$ cat src/sv/ctre_pkg.sv
// Types and codes shared by the connection table retransmit engine.
`default_nettype none
package ctre_pkg;

  localparam logic [3:0] OP_CREATE  = 4'd0;
  localparam logic [3:0] OP_RM_IDX  = 4'd1;
  localparam logic [3:0] OP_RM_ADDR = 4'd2;
  localparam logic [3:0] OP_FIND    = 4'd3;
  localparam logic [3:0] OP_TOUCH   = 4'd4;
  localparam logic [3:0] OP_SENT    = 4'd5;
  localparam logic [3:0] OP_RESET   = 4'd6;
  localparam logic [3:0] OP_DUP     = 4'd7;
  localparam logic [3:0] OP_ARM     = 4'd8;
  localparam logic [3:0] OP_IDLE_SW = 4'd9;
  localparam logic [3:0] OP_RETX_SW = 4'd10;

  localparam logic [2:0] ST_OK       = 3'd0;
  localparam logic [2:0] ST_FULL     = 3'd1;
  localparam logic [2:0] ST_EXISTS   = 3'd2;
  localparam logic [2:0] ST_NOTFOUND = 3'd3;
  localparam logic [2:0] ST_BADADDR  = 3'd4;

  localparam logic [1:0] REG_MAX_CONN = 2'd0;
  localparam logic [1:0] REG_IDLE_TO  = 2'd1;
  localparam logic [1:0] REG_INIT_RTO = 2'd2;
  localparam logic [1:0] REG_MAX_RTO  = 2'd3;

  localparam logic [4:0] NO_RX_SEQ = 5'd16;
  localparam logic [7:0] CNT_MAX   = 8'hFF;

  typedef struct packed {
    logic [3:0]  op;
    logic [15:0] remote_address;
    logic [2:0]  conn_index;
    logic [3:0]  seq_number;
    logic [7:0]  retry_limit;
    logic [31:0] time_ms;
  } in_item_t;

  typedef struct packed {
    logic [2:0] status;
    logic [2:0] result_index;
    logic       hit;
    logic       duplicate;
    logic [7:0] retry_count;
    logic       last;
  } out_item_t;

  typedef struct packed {
    logic [15:0] peer_address;
    logic [3:0]  tx_sequence;
    logic [3:0]  expected_rx_sequence;
    logic [4:0]  last_rx_sequence;
    logic [7:0]  entry_retry_limit;
    logic [31:0] activity_time;
    logic        retx_pending;
    logic [7:0]  retx_count;
    logic [31:0] last_tx_time;
    logic [31:0] retx_timeout;
  } entry_t;

  typedef enum logic [5:0] {
    S_IDLE = 6'b000001,
    S_RD   = 6'b000010,
    S_EX   = 6'b000100,
    S_MOD  = 6'b001000,
    S_FREE = 6'b010000,
    S_WAIT = 6'b100000
  } state_t;

  function automatic out_item_t mk_out(logic [2:0] status, logic [2:0] idx, logic hit,
                                       logic dup, logic [7:0] cnt, logic last);
    out_item_t o;
    o.status       = status;
    o.result_index = hit ? idx : 3'd0;
    o.hit          = hit;
    o.duplicate    = dup;
    o.retry_count  = cnt;
    o.last         = last;
    return o;
  endfunction

endpackage
`default_nettype wire

$ cat src/sv/connection_table_retransmit_engine_top.sv
// Connection table with retransmit backoff: sequencer, entry memory, shared time compare.
//
//   channel | ports                          | role
//   in      | in_valid, in_stall, in_item    | one table op per item
//   out     | out_valid, out_stall, out_item | one or more results per op
//   cfg     | cfg_wr_en, cfg_index, cfg_wdata| register writes
//
// Index ops read the entry, then update it and report; address ops and sweeps walk up to
// TABLE_SLOTS entries, each with a registered memory read, then one shared subtract/compare;
// each sweep hit waits for its result to be taken. Create adds a second pass:
// repeated subtraction reducing the rotating pointer, then a free search of up to the in-use
// slot count.
// Synchronous reset clears valid bits and pointer and loads register defaults; entry data is not reset.
// in_stall stays high from accept until the last result is taken; out_stall holds out_item.
`default_nettype none
module connection_table_retransmit_engine_top #(
  parameter int TABLE_SLOTS = 8
) (
  input  wire                  clk,
  input  wire                  rst_n,
  input  wire                  in_valid,
  output logic                 in_stall,
  input  ctre_pkg::in_item_t   in_item,
  output logic                 out_valid,
  input  wire                  out_stall,
  output ctre_pkg::out_item_t  out_item,
  input  wire                  cfg_wr_en,
  input  wire  [1:0]           cfg_index,
  input  wire  [31:0]          cfg_wdata
);

  localparam int IW = (TABLE_SLOTS > 1) ? $clog2(TABLE_SLOTS) : 1;
  localparam int CW = $clog2(TABLE_SLOTS + 1);
  localparam logic [IW-1:0] LAST_SLOT = IW'(TABLE_SLOTS - 1);

  logic [3:0]  max_conn_r;
  logic [31:0] idle_to_r, init_rto_r, max_rto_r;

  ctre_pkg::state_t    state_r, state_nxt;
  ctre_pkg::in_item_t  in_q_r, in_q_nxt;
  ctre_pkg::out_item_t out_r, out_nxt;
  ctre_pkg::entry_t    mem [TABLE_SLOTS];
  ctre_pkg::entry_t    rd_q_r, wr_data;
  logic                out_valid_r, out_valid_nxt;
  logic [TABLE_SLOTS-1:0] valid_r, valid_nxt;
  logic [IW-1:0]       ptr_r, ptr_nxt, rem_r, rem_nxt, next_slot_r, next_slot_nxt;
  logic [CW-1:0]       cnt_r, cnt_nxt, j_r, j_nxt, m;
  logic                found_r, found_nxt;
  logic                wr_en;
  logic [IW-1:0]       wr_addr;

  logic [31:0] cmp_a, cmp_b, elapsed;
  logic        time_due;
  logic [32:0] dbl;
  logic        vld, match;
  ctre_pkg::entry_t e;

  always_comb begin
    if (max_conn_r == 4'd0) m = CW'(1);
    else if (32'(max_conn_r) > TABLE_SLOTS) m = CW'(TABLE_SLOTS);
    else m = CW'(max_conn_r);
  end

  always_ff @(posedge clk) begin
    if (!rst_n) begin
      max_conn_r <= 4'd8;
      idle_to_r  <= 32'd6000;
      init_rto_r <= 32'd3000;
      max_rto_r  <= 32'd6000;
    end else if (cfg_wr_en) begin
      unique case (cfg_index)
        ctre_pkg::REG_MAX_CONN: max_conn_r <= cfg_wdata[3:0];
        ctre_pkg::REG_IDLE_TO:  idle_to_r  <= cfg_wdata;
        ctre_pkg::REG_INIT_RTO: init_rto_r <= cfg_wdata;
        ctre_pkg::REG_MAX_RTO:  max_rto_r  <= cfg_wdata;
        default: ;
      endcase
    end
  end

  always_ff @(posedge clk) begin
    rd_q_r <= mem[ptr_r];
    if (wr_en) mem[wr_addr] <= wr_data;
  end

  assign vld   = valid_r[ptr_r];
  assign e     = rd_q_r;
  assign match = vld && (e.peer_address == in_q_r.remote_address);

  // shared elapsed-time compare
  always_comb begin
    cmp_a = e.activity_time;
    cmp_b = idle_to_r;
    if (in_q_r.op == ctre_pkg::OP_RETX_SW) begin
      cmp_a = e.last_tx_time;
      cmp_b = e.retx_timeout;
    end
  end
  assign elapsed  = in_q_r.time_ms - cmp_a;
  assign time_due = elapsed >= cmp_b;
  assign dbl      = {e.retx_timeout, 1'b0};

  always_comb begin
    state_nxt     = state_r;
    in_q_nxt      = in_q_r;
    out_nxt       = out_r;
    out_valid_nxt = out_valid_r;
    valid_nxt     = valid_r;
    ptr_nxt       = ptr_r;
    rem_nxt       = rem_r;
    next_slot_nxt = next_slot_r;
    cnt_nxt       = cnt_r;
    j_nxt         = j_r;
    found_nxt     = found_r;
    wr_en         = 1'b0;
    wr_addr       = ptr_r;
    wr_data       = e;

    unique case (state_r)
      ctre_pkg::S_IDLE: begin
        if (in_valid) begin
          in_q_nxt  = in_item;
          ptr_nxt   = '0;
          cnt_nxt   = '0;
          found_nxt = 1'b0;
          state_nxt = ctre_pkg::S_RD;
          unique case (in_item.op)
            ctre_pkg::OP_CREATE: begin
              if (in_item.remote_address == 16'd0) begin
                out_nxt = ctre_pkg::mk_out(ctre_pkg::ST_BADADDR, 3'd0, 1'b0, 1'b0, 8'd0, 1'b1);
                out_valid_nxt = 1'b1;
                state_nxt = ctre_pkg::S_WAIT;
              end
            end
            ctre_pkg::OP_RM_ADDR, ctre_pkg::OP_FIND,
            ctre_pkg::OP_IDLE_SW, ctre_pkg::OP_RETX_SW: ;
            ctre_pkg::OP_RM_IDX, ctre_pkg::OP_TOUCH, ctre_pkg::OP_SENT,
            ctre_pkg::OP_RESET, ctre_pkg::OP_DUP, ctre_pkg::OP_ARM: begin
              if (32'(in_item.conn_index) >= TABLE_SLOTS ||
                  !valid_r[IW'(in_item.conn_index)]) begin
                out_nxt = ctre_pkg::mk_out(ctre_pkg::ST_NOTFOUND, 3'd0, 1'b0, 1'b0, 8'd0, 1'b1);
                out_valid_nxt = 1'b1;
                state_nxt = ctre_pkg::S_WAIT;
              end else begin
                ptr_nxt = IW'(in_item.conn_index);
              end
            end
            default: begin
              out_nxt = ctre_pkg::mk_out(ctre_pkg::ST_NOTFOUND, 3'd0, 1'b0, 1'b0, 8'd0, 1'b1);
              out_valid_nxt = 1'b1;
              state_nxt = ctre_pkg::S_WAIT;
            end
          endcase
        end
      end

      ctre_pkg::S_RD: state_nxt = ctre_pkg::S_EX;

      ctre_pkg::S_EX: begin
        state_nxt = ctre_pkg::S_RD;
        unique case (in_q_r.op)
          ctre_pkg::OP_CREATE: begin
            cnt_nxt   = cnt_r + CW'(vld);
            found_nxt = found_r | match;
            if (ptr_r == LAST_SLOT) begin
              if (cnt_nxt >= m) begin
                out_nxt = ctre_pkg::mk_out(ctre_pkg::ST_FULL, 3'd0, 1'b0, 1'b0, 8'd0, 1'b1);
                out_valid_nxt = 1'b1;
                state_nxt = ctre_pkg::S_WAIT;
              end else if (found_nxt) begin
                out_nxt = ctre_pkg::mk_out(ctre_pkg::ST_EXISTS, 3'd0, 1'b0, 1'b0, 8'd0, 1'b1);
                out_valid_nxt = 1'b1;
                state_nxt = ctre_pkg::S_WAIT;
              end else begin
                rem_nxt   = next_slot_r;
                state_nxt = ctre_pkg::S_MOD;
              end
            end else begin
              ptr_nxt = ptr_r + IW'(1);
            end
          end
          ctre_pkg::OP_RM_ADDR, ctre_pkg::OP_FIND: begin
            if (match) begin
              if (in_q_r.op == ctre_pkg::OP_RM_ADDR) valid_nxt[ptr_r] = 1'b0;
              out_nxt = ctre_pkg::mk_out(ctre_pkg::ST_OK, 3'(ptr_r), 1'b1, 1'b0, 8'd0, 1'b1);
              out_valid_nxt = 1'b1;
              state_nxt = ctre_pkg::S_WAIT;
            end else if (ptr_r == LAST_SLOT) begin
              out_nxt = ctre_pkg::mk_out(ctre_pkg::ST_NOTFOUND, 3'd0, 1'b0, 1'b0, 8'd0, 1'b1);
              out_valid_nxt = 1'b1;
              state_nxt = ctre_pkg::S_WAIT;
            end else begin
              ptr_nxt = ptr_r + IW'(1);
            end
          end
          ctre_pkg::OP_IDLE_SW, ctre_pkg::OP_RETX_SW: begin
            if (in_q_r.op == ctre_pkg::OP_IDLE_SW && vld && time_due) begin
              valid_nxt[ptr_r] = 1'b0;
              out_nxt = ctre_pkg::mk_out(ctre_pkg::ST_OK, 3'(ptr_r), 1'b1, 1'b0, 8'd0, 1'b0);
              out_valid_nxt = 1'b1;
              state_nxt = ctre_pkg::S_WAIT;
            end else if (in_q_r.op == ctre_pkg::OP_RETX_SW && vld && e.retx_pending &&
                         time_due && (e.retx_count < e.entry_retry_limit)) begin
              wr_en = 1'b1;
              wr_data.retx_timeout = (dbl <= {1'b0, max_rto_r}) ? dbl[31:0] : max_rto_r;
              out_nxt = ctre_pkg::mk_out(ctre_pkg::ST_OK, 3'(ptr_r), 1'b1, 1'b0, 8'd0, 1'b0);
              out_valid_nxt = 1'b1;
              state_nxt = ctre_pkg::S_WAIT;
            end else begin
              if (in_q_r.op == ctre_pkg::OP_RETX_SW && vld && e.retx_pending && time_due) begin
                wr_en = 1'b1;
                wr_data.retx_pending = 1'b0;
                wr_data.retx_count   = 8'd0;
                wr_data.last_tx_time = 32'd0;
                wr_data.retx_timeout = init_rto_r;
              end
              if (ptr_r == LAST_SLOT) begin
                out_nxt = ctre_pkg::mk_out(ctre_pkg::ST_OK, 3'd0, 1'b0, 1'b0, 8'd0, 1'b1);
                out_valid_nxt = 1'b1;
                state_nxt = ctre_pkg::S_WAIT;
              end else begin
                ptr_nxt = ptr_r + IW'(1);
              end
            end
          end
          default: begin
            out_nxt = ctre_pkg::mk_out(ctre_pkg::ST_OK, 3'(ptr_r), 1'b1, 1'b0, 8'd0, 1'b1);
            out_valid_nxt = 1'b1;
            state_nxt = ctre_pkg::S_WAIT;
            wr_en = 1'b1;
            unique case (in_q_r.op)
              ctre_pkg::OP_RM_IDX: begin
                wr_en = 1'b0;
                valid_nxt[ptr_r] = 1'b0;
              end
              ctre_pkg::OP_TOUCH: wr_data.activity_time = in_q_r.time_ms;
              ctre_pkg::OP_SENT: begin
                if (e.retx_count < ctre_pkg::CNT_MAX) wr_data.retx_count = e.retx_count + 8'd1;
                wr_data.last_tx_time = 32'd0;
                out_nxt.retry_count = wr_data.retx_count;
              end
              ctre_pkg::OP_RESET: begin
                wr_data.retx_pending = 1'b0;
                wr_data.retx_count   = 8'd0;
                wr_data.last_tx_time = 32'd0;
                wr_data.retx_timeout = init_rto_r;
              end
              ctre_pkg::OP_DUP: begin
                if (e.last_rx_sequence == {1'b0, in_q_r.seq_number}) begin
                  out_nxt.duplicate = 1'b1;
                  wr_en = 1'b0;
                end else begin
                  wr_data.last_rx_sequence = {1'b0, in_q_r.seq_number};
                end
              end
              default: begin
                wr_data.retx_pending = 1'b1;
                wr_data.last_tx_time = in_q_r.time_ms;
              end
            endcase
          end
        endcase
      end

      ctre_pkg::S_MOD: begin
        if (CW'(rem_r) >= m) begin
          rem_nxt = rem_r - IW'(m);
        end else begin
          ptr_nxt   = rem_r;
          j_nxt     = '0;
          state_nxt = ctre_pkg::S_FREE;
        end
      end

      ctre_pkg::S_FREE: begin
        if (!valid_r[ptr_r]) begin
          valid_nxt[ptr_r] = 1'b1;
          wr_en   = 1'b1;
          wr_data.peer_address         = in_q_r.remote_address;
          wr_data.tx_sequence          = in_q_r.seq_number;
          wr_data.expected_rx_sequence = in_q_r.seq_number;
          wr_data.last_rx_sequence     = ctre_pkg::NO_RX_SEQ;
          wr_data.entry_retry_limit    = in_q_r.retry_limit;
          wr_data.activity_time        = 32'd0;
          wr_data.retx_pending         = 1'b0;
          wr_data.retx_count           = 8'd0;
          wr_data.last_tx_time         = 32'd0;
          wr_data.retx_timeout         = init_rto_r;
          next_slot_nxt = (CW'(ptr_r) + CW'(1) == m) ? '0 : ptr_r + IW'(1);
          out_nxt = ctre_pkg::mk_out(ctre_pkg::ST_OK, 3'(ptr_r), 1'b1, 1'b0, 8'd0, 1'b1);
          out_valid_nxt = 1'b1;
          state_nxt = ctre_pkg::S_WAIT;
        end else if (j_r + CW'(1) == m) begin
          out_nxt = ctre_pkg::mk_out(ctre_pkg::ST_FULL, 3'd0, 1'b0, 1'b0, 8'd0, 1'b1);
          out_valid_nxt = 1'b1;
          state_nxt = ctre_pkg::S_WAIT;
        end else begin
          j_nxt   = j_r + CW'(1);
          ptr_nxt = (CW'(ptr_r) + CW'(1) == m) ? '0 : ptr_r + IW'(1);
        end
      end

      ctre_pkg::S_WAIT: begin
        if (!out_stall) begin
          out_valid_nxt = 1'b0;
          if (out_r.last) begin
            state_nxt = ctre_pkg::S_IDLE;
          end else if (ptr_r == LAST_SLOT) begin
            out_nxt = ctre_pkg::mk_out(ctre_pkg::ST_OK, 3'd0, 1'b0, 1'b0, 8'd0, 1'b1);
            out_valid_nxt = 1'b1;
          end else begin
            ptr_nxt   = ptr_r + IW'(1);
            state_nxt = ctre_pkg::S_RD;
          end
        end
      end

      default: state_nxt = ctre_pkg::S_IDLE;
    endcase
  end

  always_ff @(posedge clk) begin
    if (!rst_n) begin
      state_r     <= ctre_pkg::S_IDLE;
      out_valid_r <= 1'b0;
      valid_r     <= '0;
      next_slot_r <= '0;
    end else begin
      state_r     <= state_nxt;
      out_valid_r <= out_valid_nxt;
      valid_r     <= valid_nxt;
      next_slot_r <= next_slot_nxt;
    end
  end

  always_ff @(posedge clk) begin
    in_q_r  <= in_q_nxt;
    out_r   <= out_nxt;
    ptr_r   <= ptr_nxt;
    rem_r   <= rem_nxt;
    cnt_r   <= cnt_nxt;
    j_r     <= j_nxt;
    found_r <= found_nxt;
  end

  assign in_stall  = (state_r != ctre_pkg::S_IDLE);
  assign out_valid = out_valid_r;
  assign out_item  = out_r;

endmodule
`default_nettype wire

$ cat config.mk
export PLATFORM = sky130hd
export DESIGN_NAME = connection_table_retransmit_engine_top
export DESIGN_NICKNAME = d
export VERILOG_FILES = /design/src/sv/ctre_pkg.sv /design/src/sv/connection_table_retransmit_engine_top.sv
export SDC_FILE = /design/constraint.sdc
export NUM_CORES = 2
export LEC_CHECK = 0
export BUFFER_PORTS_ARGS = -buffer_cell sky130_fd_sc_hd__buf_2
export CAP_MARGIN = 20
export CORE_MARGIN = 4
export CORE_UTILIZATION = 62
export CTS_BUF_LIST = sky130_fd_sc_hd__clkbuf_4 sky130_fd_sc_hd__clkbuf_8 sky130_fd_sc_hd__clkbuf_16
export DETAILED_ROUTE_END_ITERATION = 10
export HOLD_SLACK_MARGIN = 0.03
export MAX_ROUTING_LAYER = met4
export PLACE_DENSITY = 0.76
export SYNTH_ARGS = -nofsm -noshare
export SYNTH_HDL_FRONTEND = slang
export SYNTH_SLANG_ARGS = --single-unit
$ cat constraint.sdc
create_clock -name clk -period 21.1 [get_ports clk]
set_input_delay 4.22 -clock clk [delete_from_list [all_inputs] [get_ports clk]]
set_output_delay 4.22 -clock clk [all_outputs]
set_load 0.03 [all_outputs]
==> key figures <==
Status
  • Outcome: finished, final reports clean

Synth
  • Post-synthesis async set-or-reset flop share: 0%
  • Most common cell in the synthesized netlist: edfxtp_1
  • Seq/Total Area, Yosys: a little under three quarters
  • Synth area leaders: edfxtp_1 (62%), dfxtp_1 (9.0%), a22oi_1 (7.2%)
  • Syn Nets: about 4200
  • Post-synthesis mux area share: approximately 1.5%
  • Synth Area in Compound Gates: about 14%
  • Yosys top cell area share: 62.29%
  • Largest family of logic cells by synthesized area: compound AO/OA/AOI/OAI gates
  • Leading area contributor after synthesis: edfxtp_1
  • Post-synth top cells: edfxtp_1 (1168), a22oi_1 (538), nand2_1 (383), dfxtp_1 (252), a21oi_1 (222)
  • Synth Area in XOR/XNOR: less than 1%
  • Synth unique cells: ~90
  • Synth Area in Adders: under 10%
  • Main synth FF type: edfxtp_1
  • Cells after Synth: ~4000
  • Yosys warning total: 0
  • Synth Area in Simple Gates: 7.382%
  • Post-Syn Area: ~56000 um^2
  • Average size of a mapped cell: around 14 um^2
  • Seq cells post-synth: 1420
  • Number of flops mapped to enable cells by yosys: 1168

Clock network
  • Reg clk slew, reported paths: 60 ps
  • Postcts setup bufs: 0
  • Clock Latency Late Sink: 770 ps
  • Cts repair resizes: 0
  • Hold_buf cts: 0
  • CTS buffer count: around 140
  • TritonCTS clock tree: yes
  • Clock Sinks: approximately 1400
  • Clock Tree Root: clkbuf_16
  • Maximum root-to-sink buffer count: 3
  • H-tree levels: 4

Layout
  • Layout cells sized above 1: roughly 12%
  • Nets: 4287
  • Layout area overhead: 11.47%
  • Core Util, Final: between 60 and 70%

Worst setup path
  • CP Launch Type: flip-flop
  • Worst EP required: 21470 ps
  • Reg-to-reg setup timing slack: between 10000 and 15000 ps
  • WS Path Type: flip-flop to flip-flop
  • Reg2Reg Depth: 24
  • Crit Path Max Fanout: 56
  • Critical path endpoint: mem[3][22]
  • Endpoint class of the critical path: flip-flop
  • Reg2Reg Capture Point: mem[3][22]
  • Worst Path Arrival: 9830 ps
  • Worst Setup SP: in_q_r[65]
  • Worst r2r src: in_q_r[65]

Drt
  • ANT nets after route: 0
  • Drt pass-1 iters: 6
  • DRC: 0
  • Via count: 36480
  • Initial DRC Count: 4763
  • Via/cell ratio: 6.800
  • WL final: about 150 mm
  • Wire per inst: between 20 and 30 um

GRT
  • Global-route wire length before repair: 223.7 mm
  • All-layer global routing usage: between 30% and 40%
  • Largest net degree at the start of global routing: approximately 140
  • Initial antenna violation count: 2
  • Gr ovfl total: 0
  • Vias in the first global route: 35490

Floorplan
  • Die W: 309.4 um
  • Die area: between 90000 and 100000 um^2
  • Starting Density: 62.56%
  • I/O Pins: ~130
  • Core Area: 90010 um^2
  • Cell row count: 110
  • Die height: ~310 um

Timing
  • Final TNS setup: 0 ps
  • Unrepaired setup endpoints after global routing: no
  • Fin. Hold Viols: 0
  • Fin crit share: between 40% and 50%
  • Max Slew Vio Count: 0
  • Final setup fails: 0
  • Max Clock Freq: 105.7 MHz
  • Worst clock skew: approximately 27 ps
  • Setup WS post-layout: 11640 ps
  • Relative slew slack: a little under a quarter
  • Minimum clock period: between 9000 and 10000 ps
  • Worst-margin pin slew: roughly 1100 ps

Pwr
  • PD cells: 138.7 nW/um^2
  • Net switching power: about 0.0029 W
  • Leakage: between 20 and 25 nW
  • Maximum VDD drop: about 0.11 mV
  • Int Pwr: 0.005800 W
  • Sequential fraction of design power: ~44%
  • Clock Power Share: between 20 and 30%
  • Combinational power share: 27.0%
  • Sw frac: roughly 33%

Place
  • Port Buffers: between 100 and 150
  • DP Worst Slack: roughly 12000 ps
  • Detail Placement HPWL: 82.98 mm
  • Routability cong.: a little over 0.9

Min path
  • Hold WC Path Type: flip-flop to flip-flop

Job
  • Max-cap viol count: 0
kinds of logic (layout without fill, tap and decap cells):
logic type | count (synthesis) | count (layout)
simple gates | 857 | 857
fa+ha+maj | 116 | 116
mux | 76 | 76
compound gates | 1153 | 1153
buf+inv | 302 | 502
other cells | 0 | 5
flops | 1420 | 1420
xor+xnor | 60 | 60
state kept, by name, indices dropped and copies added (netlist names), named ones only:
signal	count
next_slot_r	3
idle_to_r	32
max_conn_r	4
dbl	32
out_valid	1
e	102
state_r	6
mem	1072
in_q_r	64
ptr_r	3
cnt_r	4
rem_r	3
out_item	17
init_rto_r	32
max_rto_r	32
found_r	1
j_r	4
power by group through the flow:
stage | Sequential [W] | Combinational [W] | Clock, W
2_1_floorplan | 0.00375 | 0.00160 | 0
3_3_place_gp | 0.00388 | 0.00224 | 0
3_5_place_dp | 0.00388 | 0.00229 | 0
4_1_cts | 0.00383 | 0.00231 | 0.00253
5_1_grt | 0.00385 | 0.00258 | 0.00267
6_report | 0.00384 | 0.00235 | 0.00252
worst min path at each step:
stage / start / to / slack, ps / cells after the start
CTS: idle_to_r[30] / idle_to_r[30] / 460 / 2
global route: idle_to_r[30] / idle_to_r[30] / 480 / 2
detailed placement: idle_to_r[30] / idle_to_r[30] / 450 / 2
finish: max_rto_r[13] / max_rto_r[13] / 460 / 2
global placement: max_rto_r[30] / max_rto_r[30] / 440 / 2
floorplan: next_slot_r[2] / next_slot_r[2] / 430 / 2
cells in the final DEF, fill, tap and decap left out, types with 15 or more instances in the layout:
master        n
edfxtp_1   1168
a22oi_1     538
nand2_1     383
dfxtp_1     252
a21oi_1     222
clkbuf_16   146
nand4_1     144
buf_2       124
ha_1        114
nor2_1      109
o21ai_0      92
mux2i_1      67
inv_1        66
nand3_1      62
o21a_1       43
buf_4        41
a21o_1       38
clkbuf_4     34
o21ai_1      31
xnor2_1      30
xor2_1       29
clkinv_2     27
o211ai_1     23
and3_1       21
nor2b_1      20
o22ai_1      20
o221ai_1     19
clkbuf_8     17
a31oi_1      16
clkinv_1     16
nand2b_1     15
cell type report:
cell class	count	area (um^2)
sequential	1420	40120
fill	5878	27240
multi-input combinational	2262	15120
clock buffer	197	4143
tap	1176	1471
timing repair buffer	172	1069
clock inverter	65	584.3
inverter	68	255.2
antenna	5	12.51
routing by layer:
| metal | vias up | global-route usage [%] | wire length [um] |
|---|---|---|---|
| met3 | 426 | 6.656 | 16770 |
| met1 | 17820 | 42.39 | 56560 |
| met5 | - | - | 0 |
| li1 | 15810 | - | - |
| met4 | 0 | 15.34 | 7028 |
| met2 | 2433 | 49.46 | 69960 |
stage by stage:
stage,instance area [um^2],hold WS [ps],total power [W],cells
floorplan,56310,432.1,0.005346,3984
global placement,58020,441.8,0.006120,5097
detailed placement,58020,447.9,0.006176,5097
CTS,62750,455.3,0.008670,5359
global route,62760,475.2,0.009093,5362
finish,62770,460.1,0.008705,5365
critical path, stage by stage (launching register included):
cell      delay (ps)
edfxtp_1         650
nand2b_1         460
nor2_4           810
buf_4            860
mux2i_1          220
ha_1             320
a221o_1          340
a2111o_1         390
o211ai_2         180
o211ai_2         130
o31a_1           300
a211o_1          290
a21oi_2          150
xnor2_1          100
ha_1             300
nand4_1          120
nor4_1           340
nand2_1          100
o211ai_1         100
nand2_1          140
and2_1           350
o21ai_1          240
a31oi_2          430
nor2b_4          770
buf_4            860
(Power assumes the default switching activity.)
